### src/sv/rdr_pkg.sv
`timescale 1ns / 1ps

package rdr_pkg;

  localparam int RING_SLOTS_DEFAULT = 16;
  localparam int SLOT_MAX_W = 8;

  localparam int LEN_W = 15;
  localparam int PKT_W = 16;
  localparam int WORD_W = 32;
  localparam int SEGS_W = 5;
  localparam int TRB_W = 8;
  localparam logic [TRB_W-1:0] TRB_RESET = 8'd16;
  localparam logic [SEGS_W-1:0] SEGS_MAX = 5'd31;
  localparam int TSA_BIT = 14;

  typedef enum logic [1:0] {
    ALLOC_OK = 2'd0,
    ALLOC_NO_REC = 2'd1,
    ALLOC_NO_BUF = 2'd2,
    ALLOC_BOTH = 2'd3
  } alloc_t;

  typedef enum logic [2:0] {
    ACT_WAIT = 3'd0,
    ACT_DROPPED = 3'd1,
    ACT_HELD = 3'd2,
    ACT_DELIVERED = 3'd3,
    ACT_TS_DELIVERED = 3'd4,
    ACT_ORPHAN = 3'd5
  } act_t;

  typedef enum logic [2:0] {
    OP_WAIT,
    OP_DROP_REC,
    OP_DROP_BUF,
    OP_CTX,
    OP_SEG
  } op_t;

  typedef struct packed {
    op_t op;
    logic first;
    logic last;
    logic first_nc;
    logic tsa;
    logic [LEN_W-1:0] len;
    logic [WORD_W-1:0] w0;
    logic [WORD_W-1:0] w1;
  } entry_t;

endpackage

### src/sv/rx_descriptor_reassembly_unit.sv
`timescale 1ns / 1ps
// Receive descriptor reassembly unit.
// Input channel (in_valid/in_ready) takes one written-back receive descriptor
// per item; the output channel (out_valid/out_ready) returns exactly one result
// item for each, in order: action, ring slot, segment offset and length, packet
// length, timestamp and the running packet, byte and drop counters.
// cfg_we/cfg_wdata write the timestamp record size; write only while idle.
// Each accepted item is first written into the descriptor queue and is then
// loaded into the result register when that register is empty or its result is taken.
// Throughput: one item per cycle while the receiver takes results; the result stage
// updates all reassembly state and counters for one descriptor together.
// When the receiver stalls, the result register holds, the two-entry queue
// fills and in_ready drops once it is full; no item is lost.
// Reset (rst, synchronous) empties the queue and result register, clears the
// ring slot, held packet state and counters, and sets the record size to 16.

module rx_descriptor_reassembly_unit #(
  parameter int RING_SLOTS = rdr_pkg::RING_SLOTS_DEFAULT
) (
  input  logic clk,
  input  logic rst,
  input  logic cfg_we,
  input  logic [rdr_pkg::TRB_W-1:0] cfg_wdata,
  input  logic in_valid,
  output logic in_ready,
  input  logic owned_by_dma,
  input  logic first_desc,
  input  logic last_desc,
  input  logic context_desc,
  input  logic status1_valid,
  input  logic [rdr_pkg::LEN_W-1:0] cumulative_length,
  input  logic [rdr_pkg::WORD_W-1:0] desc_word0,
  input  logic [rdr_pkg::WORD_W-1:0] desc_word1,
  input  logic [1:0] alloc_status,
  output logic out_valid,
  input  logic out_ready,
  output logic [2:0] action,
  output logic [3:0] slot_index,
  output logic [1:0] seg_offset,
  output logic [rdr_pkg::LEN_W-1:0] seg_length,
  output logic [rdr_pkg::PKT_W-1:0] packet_length,
  output logic [rdr_pkg::WORD_W-1:0] ts_seconds,
  output logic [rdr_pkg::WORD_W-1:0] ts_nanoseconds,
  output logic partial_discarded,
  output logic [rdr_pkg::WORD_W-1:0] packets_count,
  output logic [rdr_pkg::WORD_W-1:0] bytes_count,
  output logic [rdr_pkg::WORD_W-1:0] drops_count
);

  rdr_pkg::entry_t in_entry;
  rdr_pkg::entry_t q_head;
  logic q_full;
  logic q_valid;
  logic q_pop;

  assign in_ready = !q_full;

  rdr_front u_front (
    .owned_by_dma(owned_by_dma),
    .first_desc(first_desc),
    .last_desc(last_desc),
    .context_desc(context_desc),
    .status1_valid(status1_valid),
    .cumulative_length(cumulative_length),
    .desc_word0(desc_word0),
    .desc_word1(desc_word1),
    .alloc_status(alloc_status),
    .entry(in_entry)
  );

  rdr_queue u_queue (
    .clk(clk),
    .rst(rst),
    .push(in_valid && in_ready),
    .push_entry(in_entry),
    .full(q_full),
    .pop(q_pop),
    .not_empty(q_valid),
    .head(q_head)
  );

  rdr_back #(
    .RING_SLOTS(RING_SLOTS)
  ) u_back (
    .clk(clk),
    .rst(rst),
    .cfg_we(cfg_we),
    .cfg_wdata(cfg_wdata),
    .q_valid(q_valid),
    .q_head(q_head),
    .q_pop(q_pop),
    .out_valid(out_valid),
    .out_ready(out_ready),
    .action(action),
    .slot_index(slot_index),
    .seg_offset(seg_offset),
    .seg_length(seg_length),
    .packet_length(packet_length),
    .ts_seconds(ts_seconds),
    .ts_nanoseconds(ts_nanoseconds),
    .partial_discarded(partial_discarded),
    .packets_count(packets_count),
    .bytes_count(bytes_count),
    .drops_count(drops_count)
  );

endmodule

### src/sv/rdr_front.sv
`timescale 1ns / 1ps

module rdr_front (
  input  logic owned_by_dma,
  input  logic first_desc,
  input  logic last_desc,
  input  logic context_desc,
  input  logic status1_valid,
  input  logic [rdr_pkg::LEN_W-1:0] cumulative_length,
  input  logic [rdr_pkg::WORD_W-1:0] desc_word0,
  input  logic [rdr_pkg::WORD_W-1:0] desc_word1,
  input  logic [1:0] alloc_status,
  output rdr_pkg::entry_t entry
);

  rdr_pkg::alloc_t alloc;

  assign alloc = rdr_pkg::alloc_t'(alloc_status);

  always_comb begin
    entry.first = first_desc;
    entry.last = last_desc;
    entry.first_nc = !owned_by_dma && first_desc && !context_desc;
    entry.tsa = last_desc && status1_valid && desc_word1[rdr_pkg::TSA_BIT];
    entry.len = cumulative_length;
    entry.w0 = desc_word0;
    entry.w1 = desc_word1;
    if (owned_by_dma) begin
      entry.op = rdr_pkg::OP_WAIT;
    end else begin
      unique case (alloc) inside
        rdr_pkg::ALLOC_NO_REC, rdr_pkg::ALLOC_BOTH: entry.op = rdr_pkg::OP_DROP_REC;
        rdr_pkg::ALLOC_NO_BUF: entry.op = rdr_pkg::OP_DROP_BUF;
        default: entry.op = context_desc ? rdr_pkg::OP_CTX : rdr_pkg::OP_SEG;
      endcase
    end
  end

endmodule

### src/sv/rdr_queue.sv
`timescale 1ns / 1ps

module rdr_queue (
  input  logic clk,
  input  logic rst,
  input  logic push,
  input  rdr_pkg::entry_t push_entry,
  output logic full,
  input  logic pop,
  output logic not_empty,
  output rdr_pkg::entry_t head
);

  localparam int DEPTH = 2;
  localparam int PTR_W = $clog2(DEPTH);
  localparam int CNT_W = $clog2(DEPTH + 1);

  rdr_pkg::entry_t mem [DEPTH];
  logic [PTR_W-1:0] wr_ptr;
  logic [PTR_W-1:0] rd_ptr;
  logic [CNT_W-1:0] count;

  assign full = (count == CNT_W'(DEPTH));
  assign not_empty = (count != '0);
  assign head = mem[rd_ptr];

  always_ff @(posedge clk) begin
    if (push) begin
      mem[wr_ptr] <= push_entry;
    end
  end

  always_ff @(posedge clk) begin
    if (rst) begin
      wr_ptr <= '0;
      rd_ptr <= '0;
      count <= '0;
    end else begin
      if (push) begin
        wr_ptr <= (wr_ptr == PTR_W'(DEPTH - 1)) ? '0 : wr_ptr + 1'b1;
      end
      if (pop) begin
        rd_ptr <= (rd_ptr == PTR_W'(DEPTH - 1)) ? '0 : rd_ptr + 1'b1;
      end
      if (push && !pop) begin
        count <= count + 1'b1;
      end else if (pop && !push) begin
        count <= count - 1'b1;
      end
    end
  end

endmodule

### src/sv/rdr_back.sv
`timescale 1ns / 1ps

module rdr_back #(
  parameter int RING_SLOTS = rdr_pkg::RING_SLOTS_DEFAULT
) (
  input  logic clk,
  input  logic rst,
  input  logic cfg_we,
  input  logic [rdr_pkg::TRB_W-1:0] cfg_wdata,
  input  logic q_valid,
  input  rdr_pkg::entry_t q_head,
  output logic q_pop,
  output logic out_valid,
  input  logic out_ready,
  output logic [2:0] action,
  output logic [3:0] slot_index,
  output logic [1:0] seg_offset,
  output logic [rdr_pkg::LEN_W-1:0] seg_length,
  output logic [rdr_pkg::PKT_W-1:0] packet_length,
  output logic [rdr_pkg::WORD_W-1:0] ts_seconds,
  output logic [rdr_pkg::WORD_W-1:0] ts_nanoseconds,
  output logic partial_discarded,
  output logic [rdr_pkg::WORD_W-1:0] packets_count,
  output logic [rdr_pkg::WORD_W-1:0] bytes_count,
  output logic [rdr_pkg::WORD_W-1:0] drops_count
);

  localparam int SLOT_W = (RING_SLOTS > 1) ? $clog2(RING_SLOTS) : 1;
  localparam int SLOT_MAX_W_LOCAL = rdr_pkg::SLOT_MAX_W;

  logic [rdr_pkg::TRB_W-1:0] trb;
  logic [SLOT_W-1:0] ring_slot;
  logic [SLOT_W-1:0] ring_slot_next;
  logic [rdr_pkg::SEGS_W-1:0] held_segments;
  logic [rdr_pkg::SEGS_W-1:0] held_segments_next;
  logic [rdr_pkg::LEN_W-1:0] held_length;
  logic [rdr_pkg::LEN_W-1:0] held_length_next;
  logic [rdr_pkg::LEN_W-1:0] held_packet_length;
  logic [rdr_pkg::LEN_W-1:0] held_packet_length_next;
  logic [rdr_pkg::WORD_W-1:0] packets_total;
  logic [rdr_pkg::WORD_W-1:0] packets_total_next;
  logic [rdr_pkg::WORD_W-1:0] bytes_total;
  logic [rdr_pkg::WORD_W-1:0] bytes_total_next;
  logic [rdr_pkg::WORD_W-1:0] drops_total;
  logic [rdr_pkg::WORD_W-1:0] drops_total_next;

  logic [rdr_pkg::SEGS_W-1:0] hs_eff;
  logic [rdr_pkg::LEN_W-1:0] hl_eff;
  logic [rdr_pkg::LEN_W-1:0] hpl_eff;
  logic [SLOT_MAX_W_LOCAL-1:0] slot_ext;

  rdr_pkg::act_t act_next;
  logic [1:0] offset_next;
  logic [rdr_pkg::LEN_W-1:0] seglen_next;
  logic [rdr_pkg::PKT_W-1:0] pktlen_next;
  logic [rdr_pkg::WORD_W-1:0] tss_next;
  logic [rdr_pkg::WORD_W-1:0] tsn_next;
  logic discarded_next;

  assign q_pop = q_valid && (!out_valid || out_ready);
  assign slot_ext = SLOT_MAX_W_LOCAL'(ring_slot);

  always_comb begin
    hs_eff = q_head.first_nc ? '0 : held_segments;
    hl_eff = q_head.first_nc ? '0 : held_length;
    hpl_eff = q_head.first_nc ? '0 : held_packet_length;
    ring_slot_next = (ring_slot == SLOT_W'(RING_SLOTS - 1)) ? '0 : ring_slot + 1'b1;
    held_segments_next = hs_eff;
    held_length_next = hl_eff;
    held_packet_length_next = hpl_eff;
    packets_total_next = packets_total;
    bytes_total_next = bytes_total;
    drops_total_next = drops_total;
    act_next = rdr_pkg::ACT_WAIT;
    offset_next = '0;
    seglen_next = '0;
    pktlen_next = '0;
    tss_next = '0;
    tsn_next = '0;
    discarded_next = q_head.first_nc && (held_segments != '0);
    unique case (q_head.op)
      rdr_pkg::OP_WAIT: begin
        ring_slot_next = ring_slot;
        held_segments_next = held_segments;
        held_length_next = held_length;
        held_packet_length_next = held_packet_length;
        discarded_next = 1'b0;
      end
      rdr_pkg::OP_DROP_REC: begin
        act_next = rdr_pkg::ACT_DROPPED;
      end
      rdr_pkg::OP_DROP_BUF: begin
        act_next = rdr_pkg::ACT_DROPPED;
        drops_total_next = drops_total + 1'b1;
      end
      rdr_pkg::OP_CTX: begin
        if (hs_eff != '0) begin
          act_next = rdr_pkg::ACT_TS_DELIVERED;
          seglen_next = rdr_pkg::LEN_W'(trb);
          pktlen_next = rdr_pkg::PKT_W'(hpl_eff) + rdr_pkg::PKT_W'(trb);
          tss_next = q_head.w1;
          tsn_next = q_head.w0;
          packets_total_next = packets_total + 1'b1;
          bytes_total_next = bytes_total + rdr_pkg::WORD_W'(hpl_eff);
          held_segments_next = '0;
          held_packet_length_next = '0;
        end else begin
          act_next = rdr_pkg::ACT_ORPHAN;
        end
      end
      rdr_pkg::OP_SEG: begin
        offset_next = q_head.first ? 2'd2 : 2'd0;
        if (q_head.first && q_head.last && !q_head.tsa) begin
          act_next = rdr_pkg::ACT_DELIVERED;
          seglen_next = q_head.len;
          pktlen_next = rdr_pkg::PKT_W'(q_head.len);
          packets_total_next = packets_total + 1'b1;
          bytes_total_next = bytes_total + rdr_pkg::WORD_W'(q_head.len);
        end else begin
          held_segments_next = (hs_eff == rdr_pkg::SEGS_MAX) ? hs_eff : hs_eff + 1'b1;
          seglen_next = q_head.len - hl_eff;
          act_next = rdr_pkg::ACT_HELD;
          if (q_head.last) begin
            held_packet_length_next = q_head.len;
            if (!q_head.tsa) begin
              act_next = rdr_pkg::ACT_DELIVERED;
              pktlen_next = rdr_pkg::PKT_W'(q_head.len);
              packets_total_next = packets_total + 1'b1;
              bytes_total_next = bytes_total + rdr_pkg::WORD_W'(q_head.len);
              held_segments_next = '0;
              held_packet_length_next = '0;
            end
          end else begin
            held_length_next = q_head.len;
          end
        end
      end
      default: begin
        ring_slot_next = ring_slot;
      end
    endcase
  end

  always_ff @(posedge clk) begin
    if (rst) begin
      trb <= rdr_pkg::TRB_RESET;
    end else if (cfg_we) begin
      trb <= cfg_wdata;
    end
  end

  always_ff @(posedge clk) begin
    if (rst) begin
      ring_slot <= '0;
      held_segments <= '0;
      held_length <= '0;
      held_packet_length <= '0;
      packets_total <= '0;
      bytes_total <= '0;
      drops_total <= '0;
      out_valid <= 1'b0;
    end else begin
      if (q_pop) begin
        ring_slot <= ring_slot_next;
        held_segments <= held_segments_next;
        held_length <= held_length_next;
        held_packet_length <= held_packet_length_next;
        packets_total <= packets_total_next;
        bytes_total <= bytes_total_next;
        drops_total <= drops_total_next;
        out_valid <= 1'b1;
      end else if (out_ready) begin
        out_valid <= 1'b0;
      end
    end
  end

  always_ff @(posedge clk) begin
    if (q_pop) begin
      action <= act_next;
      slot_index <= slot_ext[3:0];
      seg_offset <= offset_next;
      seg_length <= seglen_next;
      packet_length <= pktlen_next;
      ts_seconds <= tss_next;
      ts_nanoseconds <= tsn_next;
      partial_discarded <= discarded_next;
      packets_count <= packets_total_next;
      bytes_count <= bytes_total_next;
      drops_count <= drops_total_next;
    end
  end

endmodule

### config.mk
export PLATFORM = sky130hd
export DESIGN_NAME = rx_descriptor_reassembly_unit
export DESIGN_NICKNAME = d
export VERILOG_FILES = /design/src/sv/rdr_pkg.sv /design/src/sv/rx_descriptor_reassembly_unit.sv /design/src/sv/rdr_front.sv /design/src/sv/rdr_queue.sv /design/src/sv/rdr_back.sv
export SDC_FILE = /design/constraint.sdc
export NUM_CORES = 1
export LEC_CHECK = 0
export BUFFER_PORTS_ARGS = -buffer_cell sky130_fd_sc_hd__buf_2
export CORE_UTILIZATION = 45
export DETAILED_ROUTE_END_ITERATION = 8
export GPL_ROUTABILITY_DRIVEN = 0
export GPL_TIMING_DRIVEN = 0
export HOLD_SLACK_MARGIN = 0.12
export PLACE_DENSITY = 0.65
export SYNTH_ARGS = -nofsm -noshare
export SYNTH_HDL_FRONTEND = slang
export SYNTH_SLANG_ARGS = --single-unit
### constraint.sdc
create_clock -name clk -period 7.24 [get_ports clk]
set_clock_uncertainty 0.05 [all_clocks]
set_input_delay 0 -clock clk [delete_from_list [all_inputs] [get_ports clk]]
set_output_delay 0 -clock clk [all_outputs]
set_load 0.02 [all_outputs]
Word-level counts from Yosys, hierarchy flattened. Memories as Yosys holds them, arrays and structs flattened. A register that Yosys moved wholly into a read port is not among the register bits. Cells that the tools add are included.

Equal/unequal tests: 10. Muxes and demuxes: 56. Bitwise gates (word level): 1. Add/sub/neg operators: 12. Reductions and logical operators: 31.

Operator list (count): $mux W32 (9); $mux W15 (10); $pmux W32 S2 (2); $add A32 B1 Y32 const B (2); $add A32 B15 Y32 (2); $pmux W15 S2 (2); $mux W16 (3); $pmux W15 S3 (1); $pmux W16 S2 (1); $mux W5 (6); $add A15 B8 Y16 (1); $pmux W5 S3 (1); $sub A15 B15 Y15 (1); $mux W3 (4); $logic_and A1 B1 Y1 (11); $mux W1 (10); $reduce_bool A5 Y1 (2); $pmux W3 S3 (1); $mux W8 (1); $logic_not A1 Y1 (7); $eq A2 B2 Y1 const B (3); $eq A3 B2 Y1 const B (2); $mux W2 (3); $pmux W3 S2 (1); other kinds (18) (24).

Memories: 1. RAM bits: 172. Register bits after elaboration: 349. Output and inout port bits: 203.

Memories: u_queue.mem (words 2, bits a word 86, rd ports 1, clocked after memory_dff 1, wr ports 1, line rdr_queue.sv:18) `rdr_pkg::entry_t mem [DEPTH];`.

Depth between registers and ports, before layout.
Word-level depth: 7. Gate-level depth with buffers: 22. Gate-level depth less buffers: 14.

Hierarchy. A second synthesis with hierarchy kept.

Cell total of the unflattened synthesis: 2136. Area total of the unflattened synthesis: 24669.9 um^2.

Modules (own cells, without submodules): rdr_back (seq. area each 8888.5 um^2, cells an instance 1755, instances 1, area each 17384.2 um^2); rdr_queue (seq. area each 5265.0 um^2, cells an instance 290, instances 1, area each 6617.6 um^2); rdr_front (seq. area each 0.0 um^2, cells an instance 89, instances 1, area each 658.1 um^2); rx_descriptor_reassembly_unit (seq. area each 0.0 um^2, cells an instance 2, instances 1, area each 10.0 um^2).

Worst setup path before layout. Ideal clock, no wire load.

Path type: register -> register. From: register u_back.out_valid. To: register u_back.bytes_total[14] (netlist name). Cell stages (with the launch flop): 7. Path buffers: 2. Setup time: 0.446 ns. Period minus slack after synthesis: 7.406 ns. Setup slack: -0.166 ns. Arrival time: 6.910 ns. Path through: dfxtp_1 nand2b_1 o21ai_0 clkinv_1 clkbuf_1 buf_1 a311oi_1.

Cells in the longest elaborated chain, start to end: 3.

Ends and longest elaborated chain: start: declaration (line rdr_back.sv:13) `output logic out_valid,`; start signal: assignment (line rdr_back.sv:161) `out_valid <= 1'b0;`; start signal: assignment (line rdr_back.sv:171) `out_valid <= 1'b1;`; start signal: assignment (line rdr_back.sv:173) `out_valid <= 1'b0;`; $logic_not A1 Y1 (line rdr_back.sv:60) `assign q_pop = q_valid && (!out_valid || out_ready);`; $logic_or A1 B1 Y1 (line rdr_back.sv:60); $logic_and A1 B1 Y1 (line rdr_back.sv:60); via q_pop (line rx_descriptor_reassembly_unit.sv:54) `logic q_pop;`; end signal: assignment (line rdr_back.sv:169) `bytes_total <= bytes_total_next;`; end: declaration (line rdr_back.sv:42) `logic [rdr_pkg::WORD_W-1:0] bytes_total;`.

The timed path passes the listed nets, and every way through them passes these cells. A chain may end at the register's enable or synchronous reset.

==> flow_summary.toml <==
[outcome]
outcome = "finished clean"

[place]
hpwl_um = 43800
placement.io_buffers = 298
place_ws_ns = 1.08

[layout]
layout_commonest_cell = "edfxtp_1"
syn2layout_area_growth_pct = 26.6
layout_common_cells = "edfxtp_1, buf_2, nor2_1"
regMostFlops = "u_queue.mem"
finalNetCount = 2749
drive_gt1_share_pct = 16.7
largest_reg_flops = 172

[logic_synthesis]
synthAdderAreaFrac_pct = 3.10
ys_warn_count = 0
synthArstFlopShare_pct = 0
ys.flop_type = "edfxtp_1"
netlist_area_um2 = 23600
synth.net_count = 2197
syn_inst = 2046
yosysSeqAreaShare_pct = 60.0
synth-edff-count = 372
avgSynthCellArea_um2 = 11.5
yosysUniqueCellTypes = 90
synthMuxAreaShare_pct = 4.33
synthXorXnorAreaFrac_pct = 6.68
synth-simple-area-share_pct = 13.7
synth_compound_area_share_pct = 9.61
synth_top_family_by_area = "simple AND/OR/NAND/NOR gates"
synth_seq_cells = 521

[die]
start_util_pct = 45.8
row_count = 83
die_y_um = 231
coreArea_um2 = 51500
die_w_um = 231
dieArea_um2 = 53400
io_pins = 302

[critical_path]
worstRegToRegCells = 22
cp-end-kind = "flop"
required_ns = 7.54
cp_max_fo = 10
crit_path_start_kind = "flop"
path_class = "reg -> reg"
critPathArrivalTime_ns = 6.74

[sta]
fin_tns_setup_ns = 0
slew_headroom_pct = 28.1
setup_viol = 0
finalCritPeriodShare_pct = 89.0
fmax_mhz = 155
min_period_ns = 6.44
worstMarginPinSlew_ns = 1.08
whs_ns = 0.234
hold_viol = 0
layout_setup_ws_ns = 0.797
rsz0062_at_grt = "no"
final_max_slew_viol_count = 0

[clock_network]
clk_latency_ns = 0.63
clock-sinks = 521
cts.htree.levels = 2
tritoncts = "built"
post_cts_buffers = 0
root_buffer = "clkbuf_16"
cts_buffers = 54
cts_max_path_buffers = 3
clk_pin_slew_ns = 0.06

[pwr]
peakVddDrop_v = 0.000260
power_mw = 10.8
total_leakage_power_nw = 11.4
power_density_nw_per_um2 = 362

[global_route]
grt.overflow.total = 0
grt_pass1_wl_um = 97700
track_usage_pct = 23.6
grt_max_degree = 85
first_global_vias = 17729
antenna_found_initial = 5

[route]
vias_per_cell = 5.47
ant_nets = 0
dr.pass1.iters = 8
detailedRoute.firstIterationViolations = 1470
num_vias = 18184
wirelength_um = 64200
post_drt_wl_per_cell_um = 19.3
drc_errors = 0

[hold_path]
hold_class = "in -> reg"
whs_path_depth = 3

[job]
maxCapViolCount = 0
-- synth_stat cells (4+ instances only) --
| cell | instances | area (um2) |
|---|---|---|
| nor2b_1 | 5 | 31.3 |
| a21oi_1 | 85 | 425 |
| nand3_1 | 64 | 320 |
| clkbuf_1 | 80 | 300 |
| o31ai_1 | 10 | 75.1 |
| and3_1 | 31 | 194 |
| fa_1 | 4 | 80.1 |
| buf_2 | 7 | 35.0 |
| and2_1 | 16 | 100 |
| o21ai_0 | 59 | 295 |
| o211ai_1 | 11 | 82.6 |
| or4_1 | 7 | 52.6 |
| nor2_1 | 264 | 991 |
| nand2b_1 | 13 | 81.3 |
| a21o_1 | 18 | 135 |
| ha_1 | 48 | 601 |
| or3_1 | 25 | 156 |
| inv_1 | 41 | 154 |
| o31a_1 | 4 | 35.0 |
| o221ai_1 | 8 | 70.1 |
| nand4_1 | 23 | 144 |
| mux2_2 | 10 | 113 |
| a31oi_1 | 13 | 81.3 |
| a211oi_1 | 8 | 60.1 |
| buf_1 | 15 | 56.3 |
| o21a_1 | 10 | 75.1 |
| a32o_1 | 4 | 40.0 |
| xnor2_1 | 85 | 744 |
| o21ai_1 | 5 | 25.0 |
| maj3_1 | 4 | 40.0 |
| mux2i_1 | 88 | 881 |
| dfxtp_1 | 149 | 2980 |
| xor2_1 | 95 | 832 |
| nor3_1 | 46 | 230 |
| nand2_1 | 169 | 634 |
| or2_2 | 5 | 31.3 |
| o22ai_1 | 18 | 113 |
| buf_6 | 4 | 45.0 |
| a22oi_1 | 39 | 293 |
| a221o_1 | 9 | 90.1 |
| edfxtp_1 | 372 | 11200 |
| and4_1 | 6 | 52.6 |
-- power breakdown --
group | leakage [nW] | switching [mW] | internal (mW) | total [mW]
combinational | 5.74 | 2.53 | 1.14 | 3.67
clock | 0.882 | 1.20 | 1.63 | 2.83
sequential | 4.79 | 0.251 | 4.07 | 4.32
total | 11.4 | 3.99 | 6.83 | 10.8
-- stage by stage --
stage          instance area [um2]  cells  util [%]
6_report                     29900   3327      58.0
5_1_grt                      29900   3327      58.0
4_1_cts                      29900   3323      58.0
3_5_place_dp                 26100   3030      50.7
3_3_place_gp                 25900   3024      50.4
2_1_floorplan                23600   2046         -
-- what timing repair did --
item	CTS	global route
hold buffers	192	0
hold endpoints to repair	252	0
resized for setup	0	0
-- cell type report --
type	count	area, um2
timing repair buffer	496	3570
multi-input combinational	1375	8850
sequential	521	14200
clock inverter	32	308
buffer	107	455
antenna	4	10.0
inverter	43	161
tap	680	851
clock buffer	69	1510
fill	4313	21600
-- layer usage --
layer,vias up,part of all wire [%],GRT usage [%]
met4,2,3.6,9.56
met3,139,7.0,4.61
met2,689,48,40.0
met1,8794,41,29.5
met5,-,0.020,0
li1,8560,-,-
-- worst paths after layout --
kind / startpoint / endpoint / slack (ns)
setup / recovery: flop / u_back.bytes_count[22] / 0.80
hold reg to reg: u_back.held_length[0] / u_back.held_length[0] / 0.43
hold / removal: owned_by_dma / u_queue.mem[1][83] / 0.23
setup reg to reg: flop / u_back.bytes_count[22] / 0.80
-- worst max-delay path, cell delays in order, from the launching register on --
cell and delay (ns):
dfxtp_1 0.33, buf_6 0.13, mux2i_2 0.45, buf_6 0.21
buf_6 0.15, clkbuf_1 0.50, clkbuf_1 0.52, clkbuf_1 0.57
and2_1 0.34, ha_1 0.24, fa_1 0.17, buf_2 0.17
o211ai_1 0.13, o211a_1 0.27, o31ai_2 0.30, o2111ai_1 0.22
a21oi_1 0.30, o31a_1 0.24, a21oi_2 0.08, buf_6 0.16
clkbuf_1 0.22, nor3_1 0.27, xor2_1 0.12
-- cell families after synthesis --
group / count (synthesis)
buffers and inverters: 150
flip-flops: 521
multiplexers: 100
XOR/XNOR: 180
other: 1
AO/OA/AOI/OAI: 339
adder cells (fa/ha/maj): 57
AND/OR/NAND/NOR: 698
Power figures use the tool's default switching activity.
